**src/sv/tape_pulse_segment_encoder_macros.svh**
```systemverilog
// assertion macros for the tape pulse segment encoder
`ifndef TAPE_PULSE_SEGMENT_ENCODER_MACROS_SVH
`define TAPE_PULSE_SEGMENT_ENCODER_MACROS_SVH

// same-cycle implication, sampled on clock, off while rst is high
`define TPSE_ASSERT_NOW(label, rst, cond, prop) \
   label: assert property (@(posedge clock) disable iff (rst) (cond) |-> (prop)) \
      else $error("tpse assertion failed");

// next-cycle implication, sampled on clock, off while rst is high
`define TPSE_ASSERT_NEXT(label, rst, cond, prop) \
   label: assert property (@(posedge clock) disable iff (rst) (cond) |=> (prop)) \
      else $error("tpse assertion failed");

`endif

```
**src/sv/tpse_pkg.sv**
```systemverilog
package tpse_pkg;

   localparam int CSR_ADDR_W  = 5;
   localparam int CSR_DATA_W  = 32;
   localparam int QUEUE_DEPTH = 2;
   localparam int QUEUE_PTR_W = 1;
   localparam int QUEUE_CNT_W = 2;

   typedef enum logic [2:0] {
      REG_PILOT_HALF_LEN  = 3'd0,
      REG_PILOT_PAIRS     = 3'd1,
      REG_SYNC_FIRST_LEN  = 3'd2,
      REG_SYNC_SECOND_LEN = 3'd3,
      REG_ZERO_HALF_LEN   = 3'd4,
      REG_ONE_HALF_LEN    = 3'd5,
      REG_SILENCE_LEN     = 3'd6,
      REG_AMPLITUDE       = 3'd7
   } reg_index_type;

   typedef enum logic [2:0] {
      KIND_PILOT   = 3'd0,
      KIND_SYNC1   = 3'd1,
      KIND_SYNC2   = 3'd2,
      KIND_ZERO    = 3'd3,
      KIND_ONE     = 3'd4,
      KIND_SILENCE = 3'd5
   } kind_type;

   typedef enum logic [2:0] {
      STEP_PILOT,
      STEP_SYNC1,
      STEP_SYNC2,
      STEP_BIT,
      STEP_SILENCE
   } step_type;

   localparam logic [15:0] RESET_PILOT_HALF_LEN  = 16'd27;
   localparam logic [15:0] RESET_PILOT_PAIRS     = 16'd2450;
   localparam logic [15:0] RESET_SYNC_FIRST_LEN  = 16'd8;
   localparam logic [15:0] RESET_SYNC_SECOND_LEN = 16'd9;
   localparam logic [15:0] RESET_ZERO_HALF_LEN   = 16'd11;
   localparam logic [15:0] RESET_ONE_HALF_LEN    = 16'd22;
   localparam logic [15:0] RESET_SILENCE_LEN     = 16'd44;
   localparam logic [14:0] RESET_AMPLITUDE       = 15'd32760;

   typedef struct packed {
      logic [15:0] pilot_half_len;
      logic [15:0] pilot_pairs;
      logic [15:0] sync_first_len;
      logic [15:0] sync_second_len;
      logic [15:0] zero_half_len;
      logic [15:0] one_half_len;
      logic [15:0] silence_len;
      logic [14:0] amplitude;
   } cfg_type;

   // one queued word, already classified by the front
   typedef struct packed {
      logic [7:0] data_byte;
      logic       do_pilot;
      logic       do_sync;
      logic       do_silence;
   } cmd_type;

   // handshake between queue and sequencer
   typedef struct packed {
      logic valid;
      logic pop;
   } cmd_ctrl_type;

endpackage

```
**src/sv/tpse_if.sv**
```systemverilog
interface tpse_req_if;
   logic       valid;
   logic       ready;
   logic [7:0] data_byte;
   logic       first_of_block;
   logic       last_of_block;

   modport source (output valid, data_byte, first_of_block, last_of_block, input ready);
   modport sink (input valid, data_byte, first_of_block, last_of_block, output ready);
endinterface

interface tpse_rsp_if;
   logic               valid;
   logic               ready;
   logic signed [15:0] start_level;
   logic [15:0]        half_len;
   logic [16:0]        half_count;
   logic [2:0]         segment_kind;
   logic               last;

   modport source (output valid, start_level, half_len, half_count, segment_kind, last,
                   input ready);
   modport sink (input valid, start_level, half_len, half_count, segment_kind, last,
                 output ready);
endinterface

```
**src/sv/tpse_csr.sv**
```systemverilog
module tpse_csr import tpse_pkg::*; (
   input  logic                  clock,
   input  logic                  reset,
   input  logic                  psel,
   input  logic                  penable,
   input  logic                  pwrite,
   input  logic [CSR_ADDR_W-1:0] paddr,
   input  logic [CSR_DATA_W-1:0] pwdata,
   output logic [CSR_DATA_W-1:0] prdata,
   output logic                  pready,
   output cfg_type               cfg
);

   cfg_type       cfg_ff;
   cfg_type       cfg_in;
   reg_index_type index;
   logic          write_en;

   assign pready   = 1'b1;
   assign index    = reg_index_type'(paddr[CSR_ADDR_W-1:2]);
   assign write_en = psel && penable && pwrite && pready;
   assign cfg      = cfg_ff;

   always_comb begin
      cfg_in = cfg_ff;
      if (write_en) begin
         unique case (index)
            REG_PILOT_HALF_LEN:  cfg_in.pilot_half_len  = pwdata[15:0];
            REG_PILOT_PAIRS:     cfg_in.pilot_pairs     = pwdata[15:0];
            REG_SYNC_FIRST_LEN:  cfg_in.sync_first_len  = pwdata[15:0];
            REG_SYNC_SECOND_LEN: cfg_in.sync_second_len = pwdata[15:0];
            REG_ZERO_HALF_LEN:   cfg_in.zero_half_len   = pwdata[15:0];
            REG_ONE_HALF_LEN:    cfg_in.one_half_len    = pwdata[15:0];
            REG_SILENCE_LEN:     cfg_in.silence_len     = pwdata[15:0];
            REG_AMPLITUDE:       cfg_in.amplitude       = pwdata[14:0];
            default:             cfg_in = cfg_ff;
         endcase
      end
   end

   always_comb begin
      unique case (index)
         REG_PILOT_HALF_LEN:  prdata = {16'd0, cfg_ff.pilot_half_len};
         REG_PILOT_PAIRS:     prdata = {16'd0, cfg_ff.pilot_pairs};
         REG_SYNC_FIRST_LEN:  prdata = {16'd0, cfg_ff.sync_first_len};
         REG_SYNC_SECOND_LEN: prdata = {16'd0, cfg_ff.sync_second_len};
         REG_ZERO_HALF_LEN:   prdata = {16'd0, cfg_ff.zero_half_len};
         REG_ONE_HALF_LEN:    prdata = {16'd0, cfg_ff.one_half_len};
         REG_SILENCE_LEN:     prdata = {16'd0, cfg_ff.silence_len};
         REG_AMPLITUDE:       prdata = {17'd0, cfg_ff.amplitude};
         default:             prdata = '0;
      endcase
   end

   always_ff @(posedge clock) begin
      if (reset) begin
         cfg_ff.pilot_half_len  <= RESET_PILOT_HALF_LEN;
         cfg_ff.pilot_pairs     <= RESET_PILOT_PAIRS;
         cfg_ff.sync_first_len  <= RESET_SYNC_FIRST_LEN;
         cfg_ff.sync_second_len <= RESET_SYNC_SECOND_LEN;
         cfg_ff.zero_half_len   <= RESET_ZERO_HALF_LEN;
         cfg_ff.one_half_len    <= RESET_ONE_HALF_LEN;
         cfg_ff.silence_len     <= RESET_SILENCE_LEN;
         cfg_ff.amplitude       <= RESET_AMPLITUDE;
      end else begin
         cfg_ff <= cfg_in;
      end
   end

endmodule

```
**src/sv/tpse_front.sv**
```systemverilog
module tpse_front import tpse_pkg::*; (
   input  logic         clock,
   input  logic         reset,
   tpse_req_if.sink     req,
   input  cfg_type      cfg,
   output cmd_type      cmd,
   output cmd_ctrl_type cmd_ctrl_out,
   input  logic         cmd_pop
);

   cmd_type                queue_ff [QUEUE_DEPTH];
   logic [QUEUE_PTR_W-1:0] wr_ptr_ff;
   logic [QUEUE_PTR_W-1:0] rd_ptr_ff;
   logic [QUEUE_CNT_W-1:0] count_ff;
   logic [QUEUE_CNT_W-1:0] count_in;
   logic                   push;
   cmd_type                classified;

   assign req.ready = count_ff != QUEUE_CNT_W'(QUEUE_DEPTH);
   assign push      = req.valid && req.ready;

   // pilot is dropped when no pilot pairs are asked for
   assign classified.data_byte  = req.data_byte;
   assign classified.do_pilot   = req.first_of_block && (cfg.pilot_pairs != 16'd0);
   assign classified.do_sync    = req.first_of_block;
   assign classified.do_silence = req.last_of_block;

   assign cmd                = queue_ff[rd_ptr_ff];
   assign cmd_ctrl_out.valid = count_ff != '0;
   assign cmd_ctrl_out.pop   = cmd_pop;

   always_comb begin
      count_in = count_ff;
      if (push && !cmd_pop) begin
         count_in = count_ff + 1'b1;
      end else if (!push && cmd_pop) begin
         count_in = count_ff - 1'b1;
      end
   end

   always_ff @(posedge clock) begin
      if (push) begin
         queue_ff[wr_ptr_ff] <= classified;
      end
   end

   always_ff @(posedge clock) begin
      if (reset) begin
         wr_ptr_ff <= '0;
         rd_ptr_ff <= '0;
         count_ff  <= '0;
      end else begin
         count_ff <= count_in;
         if (push) begin
            wr_ptr_ff <= wr_ptr_ff + 1'b1;
         end
         if (cmd_pop) begin
            rd_ptr_ff <= rd_ptr_ff + 1'b1;
         end
      end
   end

endmodule

```
**src/sv/tpse_back.sv**
```systemverilog
module tpse_back import tpse_pkg::*; (
   input  logic         clock,
   input  logic         reset,
   input  cfg_type      cfg,
   input  cmd_type      cmd,
   input  cmd_ctrl_type cmd_ctrl,
   output logic         cmd_pop,
   tpse_rsp_if.source   rsp
);

   logic               busy_ff;
   logic               busy_in;
   step_type           step_ff;
   step_type           step_in;
   logic [2:0]         bit_ff;
   logic [2:0]         bit_in;
   cmd_type            work_ff;

   cmd_type            work;
   step_type           step;
   logic [2:0]         bit_idx;
   logic               emit;
   logic               advance;
   logic               seg_last;
   step_type           next_step;

   logic               out_valid_ff;
   logic signed [15:0] level_ff;
   logic [15:0]        len_ff;
   logic [16:0]        count_ff;
   kind_type           kind_ff;
   logic               last_ff;

   logic signed [15:0] level_in;
   logic [15:0]        len_in;
   logic [16:0]        count_in;
   kind_type           kind_in;
   logic signed [15:0] level_high;
   logic signed [15:0] level_low;

   assign level_high = signed'({1'b0, cfg.amplitude});
   assign level_low  = -level_high;

   // a fresh command starts straight from the queue head
   always_comb begin
      work    = busy_ff ? work_ff : cmd;
      bit_idx = busy_ff ? bit_ff : 3'd7;
      if (busy_ff) begin
         step = step_ff;
      end else if (cmd.do_pilot) begin
         step = STEP_PILOT;
      end else if (cmd.do_sync) begin
         step = STEP_SYNC1;
      end else begin
         step = STEP_BIT;
      end
   end

   assign emit    = busy_ff || cmd_ctrl.valid;
   assign advance = emit && (!out_valid_ff || rsp.ready);
   assign cmd_pop = advance && !busy_ff;

   always_comb begin
      seg_last  = 1'b0;
      next_step = step;
      level_in  = level_low;
      len_in    = cfg.pilot_half_len;
      count_in  = {cfg.pilot_pairs, 1'b0};
      kind_in   = KIND_PILOT;
      unique case (step)
         STEP_PILOT: begin
            next_step = STEP_SYNC1;
         end
         STEP_SYNC1: begin
            next_step = STEP_SYNC2;
            len_in    = cfg.sync_first_len;
            count_in  = 17'd1;
            kind_in   = KIND_SYNC1;
         end
         STEP_SYNC2: begin
            next_step = STEP_BIT;
            level_in  = level_high;
            len_in    = cfg.sync_second_len;
            count_in  = 17'd1;
            kind_in   = KIND_SYNC2;
         end
         STEP_BIT: begin
            count_in = 17'd2;
            if (work.data_byte[bit_idx]) begin
               len_in  = cfg.one_half_len;
               kind_in = KIND_ONE;
            end else begin
               len_in  = cfg.zero_half_len;
               kind_in = KIND_ZERO;
            end
            if (bit_idx == 3'd0) begin
               next_step = STEP_SILENCE;
               seg_last  = !work.do_silence;
            end
         end
         STEP_SILENCE: begin
            seg_last = 1'b1;
            level_in = '0;
            len_in   = cfg.silence_len;
            count_in = 17'd1;
            kind_in  = KIND_SILENCE;
         end
         default: begin
            seg_last = 1'b1;
         end
      endcase
   end

   always_comb begin
      busy_in = busy_ff;
      step_in = step_ff;
      bit_in  = bit_ff;
      if (advance) begin
         busy_in = !seg_last;
         step_in = next_step;
         if (step == STEP_BIT) begin
            bit_in = bit_idx - 3'd1;
         end else begin
            bit_in = 3'd7;
         end
      end
   end

   always_ff @(posedge clock) begin
      if (cmd_pop) begin
         work_ff <= cmd;
      end
      if (advance) begin
         level_ff <= level_in;
         len_ff   <= len_in;
         count_ff <= count_in;
         kind_ff  <= kind_in;
         last_ff  <= seg_last;
      end
   end

   always_ff @(posedge clock) begin
      if (reset) begin
         busy_ff      <= 1'b0;
         step_ff      <= STEP_PILOT;
         bit_ff       <= 3'd7;
         out_valid_ff <= 1'b0;
      end else begin
         busy_ff <= busy_in;
         step_ff <= step_in;
         bit_ff  <= bit_in;
         if (advance) begin
            out_valid_ff <= 1'b1;
         end else if (rsp.ready) begin
            out_valid_ff <= 1'b0;
         end
      end
   end

   assign rsp.valid        = out_valid_ff;
   assign rsp.start_level  = level_ff;
   assign rsp.half_len     = len_ff;
   assign rsp.half_count   = count_ff;
   assign rsp.segment_kind = kind_ff;
   assign rsp.last         = last_ff;

endmodule

```
**src/sv/tape_pulse_segment_encoder.sv**
```systemverilog
// tape pulse segment encoder
// req_chan takes one tape byte per word with first and last block flags.
// rsp_chan gives square-wave segments: start level, half length, half count,
// kind and a last flag on the final segment of each byte.
// a byte gives 8 segments, plus pilot (unless zero pilot pairs) and two sync
// halves at the start of a block, plus silence at its end: 8 to 12 in all.
// the first segment reaches rsp_chan via the queue and the output register,
// then one per cycle while rsp_chan.ready is high; the segment sequencer sets
// that rate, and bytes follow without gaps while the queue holds the next.
// a two-word queue sits between the input stage and the sequencer, so input
// words are taken while the sequencer is busy or the output is stalled.
// when rsp_chan.ready is low the output register holds its word and the
// sequencer waits; the queue then fills and req_chan.ready falls.
// csr_* is an apb-style port; registers sit at byte address 4*index and
// should only be written while the block is idle.
// reset (synchronous) empties the queue and output and restores register
// defaults.
`include "tape_pulse_segment_encoder_macros.svh"

module tape_pulse_segment_encoder import tpse_pkg::*; (
   input  logic                  clock,
   input  logic                  reset,
   tpse_req_if.sink              req_chan,
   tpse_rsp_if.source            rsp_chan,
   input  logic                  csr_psel,
   input  logic                  csr_penable,
   input  logic                  csr_pwrite,
   input  logic [CSR_ADDR_W-1:0] csr_paddr,
   input  logic [CSR_DATA_W-1:0] csr_pwdata,
   output logic [CSR_DATA_W-1:0] csr_prdata,
   output logic                  csr_pready
);

   cfg_type      cfg;
   cmd_type      cmd;
   cmd_ctrl_type cmd_ctrl;
   logic         cmd_pop;
   logic         rsp_silence;

   tpse_csr u_csr (
      .clock   (clock),
      .reset   (reset),
      .psel    (csr_psel),
      .penable (csr_penable),
      .pwrite  (csr_pwrite),
      .paddr   (csr_paddr),
      .pwdata  (csr_pwdata),
      .prdata  (csr_prdata),
      .pready  (csr_pready),
      .cfg     (cfg)
   );

   tpse_front u_front (
      .clock        (clock),
      .reset        (reset),
      .req          (req_chan),
      .cfg          (cfg),
      .cmd          (cmd),
      .cmd_ctrl_out (cmd_ctrl),
      .cmd_pop      (cmd_pop)
   );

   tpse_back u_back (
      .clock    (clock),
      .reset    (reset),
      .cfg      (cfg),
      .cmd      (cmd),
      .cmd_ctrl (cmd_ctrl),
      .cmd_pop  (cmd_pop),
      .rsp      (rsp_chan)
   );

   assign rsp_silence = rsp_chan.valid && (rsp_chan.segment_kind == KIND_SILENCE);

   `TPSE_ASSERT_NOW(a_pop_needs_word, reset, cmd_ctrl.pop, cmd_ctrl.valid)
   `TPSE_ASSERT_NOW(a_silence_is_last, reset, rsp_silence, rsp_chan.last)
   `TPSE_ASSERT_NEXT(a_reset_empty, 1'b0, reset, !rsp_chan.valid && !cmd_ctrl.valid)

endmodule

```
**src/flat_wrapper.sv**
```systemverilog
// flat-port wrapper written by rule: the top's interface ports become plain ports
module tape_pulse_segment_encoder_flat import tpse_pkg::*;
  (clock, reset, csr_psel, csr_penable, csr_pwrite, csr_paddr, csr_pwdata, csr_prdata, csr_pready, req_chan_valid, req_chan_data_byte, req_chan_first_of_block, req_chan_last_of_block, req_chan_ready, rsp_chan_valid, rsp_chan_start_level, rsp_chan_half_len, rsp_chan_half_count, rsp_chan_segment_kind, rsp_chan_last, rsp_chan_ready);
  tpse_req_if req_chan_i ();
  tpse_rsp_if rsp_chan_i ();
  input  logic clock;
  input  logic reset;
  input  logic csr_psel;
  input  logic csr_penable;
  input  logic csr_pwrite;
  input  logic [CSR_ADDR_W-1:0] csr_paddr;
  input  logic [CSR_DATA_W-1:0] csr_pwdata;
  output logic [CSR_DATA_W-1:0] csr_prdata;
  output logic csr_pready;
  input wire logic [$bits(req_chan_i.valid)-1:0] req_chan_valid;
  input wire logic [$bits(req_chan_i.data_byte)-1:0] req_chan_data_byte;
  input wire logic [$bits(req_chan_i.first_of_block)-1:0] req_chan_first_of_block;
  input wire logic [$bits(req_chan_i.last_of_block)-1:0] req_chan_last_of_block;
  output wire logic [$bits(req_chan_i.ready)-1:0] req_chan_ready;
  output wire logic [$bits(rsp_chan_i.valid)-1:0] rsp_chan_valid;
  output wire logic [$bits(rsp_chan_i.start_level)-1:0] rsp_chan_start_level;
  output wire logic [$bits(rsp_chan_i.half_len)-1:0] rsp_chan_half_len;
  output wire logic [$bits(rsp_chan_i.half_count)-1:0] rsp_chan_half_count;
  output wire logic [$bits(rsp_chan_i.segment_kind)-1:0] rsp_chan_segment_kind;
  output wire logic [$bits(rsp_chan_i.last)-1:0] rsp_chan_last;
  input wire logic [$bits(rsp_chan_i.ready)-1:0] rsp_chan_ready;
  assign req_chan_i.valid = req_chan_valid;
  assign req_chan_i.data_byte = req_chan_data_byte;
  assign req_chan_i.first_of_block = req_chan_first_of_block;
  assign req_chan_i.last_of_block = req_chan_last_of_block;
  assign req_chan_ready = req_chan_i.ready;
  assign rsp_chan_valid = rsp_chan_i.valid;
  assign rsp_chan_start_level = rsp_chan_i.start_level;
  assign rsp_chan_half_len = rsp_chan_i.half_len;
  assign rsp_chan_half_count = rsp_chan_i.half_count;
  assign rsp_chan_segment_kind = rsp_chan_i.segment_kind;
  assign rsp_chan_last = rsp_chan_i.last;
  assign rsp_chan_i.ready = rsp_chan_ready;
  tape_pulse_segment_encoder u_core (.clock(clock), .reset(reset), .req_chan(req_chan_i), .rsp_chan(rsp_chan_i), .csr_psel(csr_psel), .csr_penable(csr_penable), .csr_pwrite(csr_pwrite), .csr_paddr(csr_paddr), .csr_pwdata(csr_pwdata), .csr_prdata(csr_prdata), .csr_pready(csr_pready));
endmodule
```
**config.mk**
```make
export PLATFORM = sky130hd
export DESIGN_NAME = tape_pulse_segment_encoder_flat
export DESIGN_NICKNAME = d
export VERILOG_FILES = /design/src/sv/tpse_pkg.sv /design/src/sv/tpse_if.sv /design/src/sv/tpse_csr.sv /design/src/sv/tpse_front.sv /design/src/sv/tpse_back.sv /design/src/sv/tape_pulse_segment_encoder.sv /design/src/flat_wrapper.sv
export VERILOG_INCLUDE_DIRS = /design/src /design/src/sv
export SDC_FILE = /design/constraint.sdc
export NUM_CORES = 1
export LEC_CHECK = 0
export ABC_AREA = 1
export BUFFER_PORTS_ARGS = -buffer_cell sky130_fd_sc_hd__buf_4
export CORE_MARGIN = 8
export CORE_UTILIZATION = 38
export DETAILED_ROUTE_END_ITERATION = 16
export PLACE_DENSITY_LB_ADDON = 0.3
export REMOVE_ABC_BUFFERS = 1
export SKIP_LAST_GASP = 1
export SLEW_MARGIN = 25
export SYNTH_ARGS = -nofsm -noshare
export SYNTH_HDL_FRONTEND = slang
export SYNTH_HIERARCHICAL = 1
export SYNTH_SLANG_ARGS = --single-unit
```
**constraint.sdc**
```tcl
create_clock -name clock -period 4.2 [get_ports clock]
set_clock_uncertainty 0.1 [all_clocks]
set_input_delay 0.84 -clock clock [delete_from_list [all_inputs] [get_ports clock]]
set_output_delay 0.84 -clock clock [all_outputs]
set_load 0.005 [all_outputs]
```
==> results of run 1 <==
[layout make-up]
| class | count | area share |
|---|---|---|
| Timing Repair Buffer | 124 | 0.07345 |
| Tap cell | 384 | 0.03741 |
| Clock inverter | 9 | 0.01150 |
| Inverter | 105 | 0.03127 |
| Multi-Input combinational cell | 1004 | 0.3758 |
| Clock buffer | 36 | 0.05592 |
| Sequential cell | 224 | 0.4146 |
[worst min path at each step]
stage / slack, ns / end / depth (start not counted) / start
floorplan: 0.34 / u_core/u_csr/cfg[111] / 2 / u_core/u_csr/cfg[111]
global placement: 0.36 / u_core/u_csr/cfg[112] / 2 / u_core/u_csr/cfg[112]
detailed placement: 0.36 / u_core/u_csr/cfg[111] / 2 / u_core/u_csr/cfg[111]
CTS: 0.38 / u_core/u_csr/cfg[111] / 2 / u_core/u_csr/cfg[111]
global route: 0.39 / u_core/u_front/queue_ff[0][8] / 1 / req_chan_data_byte[5]
finish: 0.38 / u_core/u_csr/cfg[111] / 2 / u_core/u_csr/cfg[111]
[metrics by stage]
stage                     setup WS (ns)  cells  power, mW  utilization  instance area [um2]
after global routing             0.7091   1886      7.776       0.4451                12840
final                            0.8050   1886      7.383       0.4451                12840
after global placement           0.8420   1841      5.112       0.4151                11980
after floorplan                  0.5635   1333      4.099            -                10550
after CTS                        0.8495   1886      7.446       0.4451                12840
after detailed placement         0.8509   1841      5.127       0.4151                11980
[metal layers]
metal  vias to the layer above  wire length [um]  track usage
met3                        78              3240      0.03486
met4                         0              1042      0.06788
li1                       4794                 -            -
met1                      4620             14770       0.2579
met2                       491             15530       0.2957
met5                         -                 0            0
[worst max-delay path, delay by kind of cell]
| kind | cells | cell delay, ns |
|---|---|---|
| buf+inv | 4 | 1.20 |
| simple gates | 4 | 0.39 |
[power by group through the flow]
| stage | clock, mW | combinational, mW | sequential, mW |
|---|---|---|---|
| floorplan | 0 | 1.08 | 3.02 |
| global placement | 0 | 2.10 | 3.01 |
| detailed placement | 0 | 2.12 | 3.01 |
| CTS | 2.35 | 2.13 | 2.97 |
| global route | 2.45 | 2.32 | 3.01 |
| finish | 2.31 | 2.12 | 2.96 |
[sequential cells by signal, summed over array words and instances (netlist names), 2 cells and up, named ones only]
signal,cells
u_core/u_front/queue_ff,22
u_core/u_back/bit_ff,3
u_core/u_csr/cfg,127
u_core/u_back/rsp.half_len,16
u_core/u_back/rsp.start_level,16
u_core/u_back/work_ff,9
u_core/u_back/rsp.segment_kind,3
u_core/u_back/step_ff,3
u_core/u_back/rsp.half_count,17
u_core/u_front/count_ff,2
==> results.ini, run 1 <==
[grt]
grtUsageTotal = 0.1893
grt_pass1_vias = 9303
antenna_found_initial = 0
grt_pass1_wl_um = 53340
grt.overflow.total = 0
grt_max_degree = 128

[die]
die_x_um = 187.5
die_y_um = 187.5
rows = 62
num_io_pins = 142
core_area_mm2 = 0.02886
die_area_mm2 = 0.03515
floorplan.initialDensity = 0.3872

[route]
vias_per_cell = 5.293
drt-pass1-iter-count = 5
drc = 0
drt_iter0_drc = 1073
wire_per_inst_um = 18.34
ant_nets = 0
num_vias = 9983
wl_um = 34590

[cells_and_area]
final_layout_size_suffix_gt1_frac = 0.1545
area.growth.synth_to_final_pct = 14.94
diodes = 0
final_cell_mix = 298 x nor2_1, 242 x nand2_1, 149 x nand3_1
multi_input_area_mm2 = 0.004827
fillers = 2898
layout_commonest_cell = nor2_1
register_area_mm2 = 0.005325
nNetsFinal = 1542

[placement]
port-buffer-count = 106
gp_congestion = 0.8472
dp_hpwl_um = 20850

[clock_network]
cts-root-buf = clkbuf_16
tritoncts = built
cts.reportedPaths.clkPinSlew_ns = 0.06
postCtsSetupBuffers = 0
htreeDepth = 1
clock_sinks = 224
clockBufferDepth = 3
postCtsHoldBufs = 0
numCtsBuffers = 25
cts_resized = 0
clk_latency_ns = 0.53

[pwr]
p_seq_frac = 0.401
vdd_ir_drop_max_mv = 0.3109
pwr-share-clk = 0.312
p_int_mw = 4.982
pwr-share-comb = 0.287
p_leak_nw = 5.772
p_sw_mw = 2.401
powerDensity_mw_per_mm2 = 574.8
swShare = 0.3252

[timing]
post-route-period-util = 0.8083
fin_hold_ws_ns = 0.3793
finalMaxSlewViolations = 0
setup_viol = 0
max_freq_mhz = 294.6
tns_ns = 0
grt_setup_unrepaired = no
worst_pin_slew_ns = 1.051
slew_headroom = 0.2968
layout_min_cycle_time_ns = 3.395
hold_violations = 0

[worst_setup_path]
crit_path_start = csr_paddr[4]
r2r-end = u_core/u_back/rsp.half_len[15]
reg2regPathDepth = 10
worstSetupEndpointType = output port
path_class = in2out
max_stage_delay_ns = 0.45
worstPathRequired_ns = 3.26
crit_path_cell_trace = buf_4 > inv_2 > buf_4 > nand4_1 > nand2_1 > nor2_1 > nand3_1 > buf_4
reg2reg_slack_ns = 1.20
cp-start-kind = input pin
critPathSlowestCell = buf_4
worstPathArrival_ns = 2.45
crit_path_frequent_cell = buf_4
critPathCapture = csr_prdata[13]
cp_max_fo = 38
worstReg2RegStart = u_core/u_back/busy_ff

[synthesis]
mappedNetlistArea_mm2 = 0.01117
syn_area_per_cell_um2 = 7.825
synthCells = 1428
synth_warnings = 6

[job]
cap_viol_max_count = 0

[outcome]
status = completed

[worst_hold_path]
holdCritPathClass = reg2reg

No activity file was read; power rests on OpenSTA's default activity.
==> run 2, diff against run 1 <==
- ABC_AREA: 1 -> 0
- clock period: 4.2 -> 3.3 ns (I/O delays scaled with it)
==> run 2 against run 1 <==
Compared with the run above:
- total power up 20%
- combinational power increased by 18%
- critical endpoint is now csr_prdata[2]
- flip-flop and latch count stayed put
- via count fell by 13%
- setup slack worse by 0.58 ns
==> results.ini, run 2 <==
[die]
floorplan.initialDensity = 0.3872
core_area_mm2 = 0.02786
die_area_mm2 = 0.03404
rows = 61
die_x_um = 184.5
die_y_um = 184.5
num_io_pins = 142

[worst_setup_path]
critPathCapture = csr_prdata[2]
path_class = in2out
reg2reg_slack_ns = 0.60
crit_path_start = csr_paddr[3]
cp-start-kind = input pin
reg2regPathDepth = 6
worstPathRequired_ns = 2.54
worstPathArrival_ns = 2.31
r2r-end = u_core/u_back/rsp.half_len[7]
cp_max_fo = 23
worstSetupEndpointType = output port

[placement]
dp_hpwl_um = 21080
placed_area_mm2 = 0.01180
place_ws_ns = 0.2484
dpl.cell_count = 1580
port-buffer-count = 106
gp_congestion = 0.8291

[clock_network]
clk_latency_ns = 0.52
cts.reportedPaths.clkPinSlew_ns = 0.06
postCtsHoldBufs = 0
cts-root-buf = clkbuf_16
cts_resized = 0
htreeDepth = 1
clockBufferDepth = 3
postCtsSetupBuffers = 0
tritoncts = built
clock_sinks = 224
numCtsBuffers = 25

[timing]
tns_ns = 0
slew_headroom = 0.2910
layout_min_cycle_time_ns = 3.071
setup_viol = 0
max_freq_mhz = 325.6
post-route-period-util = 0.9307
worst_slack_ns = 0.2288
hold_violations = 0
worst_pin_slew_ns = 1.063
fin_hold_ws_ns = 0.2330
grt_setup_unrepaired = no
finalMaxSlewViolations = 0

[route]
num_vias = 8690
wire_per_inst_um = 19.74
ant_nets = 0
vias_per_cell = 5.348
drt-pass1-iter-count = 8
wl_um = 32070
drc = 0
drt_iter0_drc = 788

[grt]
grt_pass1_wl_um = 48740
grt_pass1_vias = 8254
antenna_found_initial = 0
grtUsageTotal = 0.1833
grt_max_degree = 63
grt.overflow.total = 0

[cells_and_area]
instances_no_fill = 1625
nNetsFinal = 1287
largest_reg_flops = 127
post-route-cell-area_mm2 = 0.01256
area.growth.synth_to_final_pct = 16.46
diodes = 0
fin_util = 0.4510
layout_commonest_cell = nand2_1
final_cell_mix = 270 x nand2_1, 140 x buf_4, 140 x dfxtp_1
final_layout_size_suffix_gt1_frac = 0.1973

[worst_hold_path]
holdCritPathClass = in2reg
min-delay-start = req_chan_data_byte[2]

[synthesis]
mappedNetlistArea_mm2 = 0.01079
syn_area_per_cell_um2 = 9.324
synth_warnings = 6
synthCells = 1157

[outcome]
status = completed

[pwr]
p_leak_nw = 4.737
power_mw = 8.859
vdd_ir_drop_max_mv = 0.3535
powerDensity_mw_per_mm2 = 705.1

[job]
cap_viol_max_count = 0

==> run 2: layer usage <==
metal / routed length (um) / global-route usage
met5: 0 / 0
met4: 837 / 0.05679
met3: 2566 / 0.03761
met2: 14750 / 0.2921
met1: 13910 / 0.2464
==> run 2: area by class of cell <==
class / count / area [um2]
multi-input cells: 794 / 4705
repair buffers: 145 / 1151
fillers: 2731 / 15290
clock inverters: 8 / 41.29
well taps: 378 / 473.0
flip-flops and latches: 224 / 5325
inverters: 39 / 146.4
clock buffers: 37 / 721.9
==> run 2: worst min-delay path by stage <==
stage	end	slack, ns	cells past startpoint
detailed placement	u_core/u_csr/cfg[34]	0.37	2
global route	u_core/u_front/queue_ff[1][10]	0.22	1
finish	u_core/u_front/queue_ff[0][5]	0.23	1
global placement	u_core/u_csr/cfg[45]	0.35	2
floorplan	u_core/u_csr/cfg[44]	0.34	2
CTS	u_core/u_front/queue_ff[1][10]	0.21	1
==> run 2: where the power goes <==
| part | total (mW) | internal, mW | switching [mW] |
|---|---|---|---|
| sequential | 3.76 | 3.55 | 0.210 |
| clock | 2.59 | 1.51 | 1.09 |
| combinational | 2.50 | 1.08 | 1.42 |
| total | 8.86 | 6.14 | 2.72 |
==> run 2: worst max-delay path: stages <==
cell and delay [ns]:
buf_4 0.23, nor2_1 0.59, buf_4 0.33, a221oi_1 0.11, nor2_1 0.22, buf_4 0.16
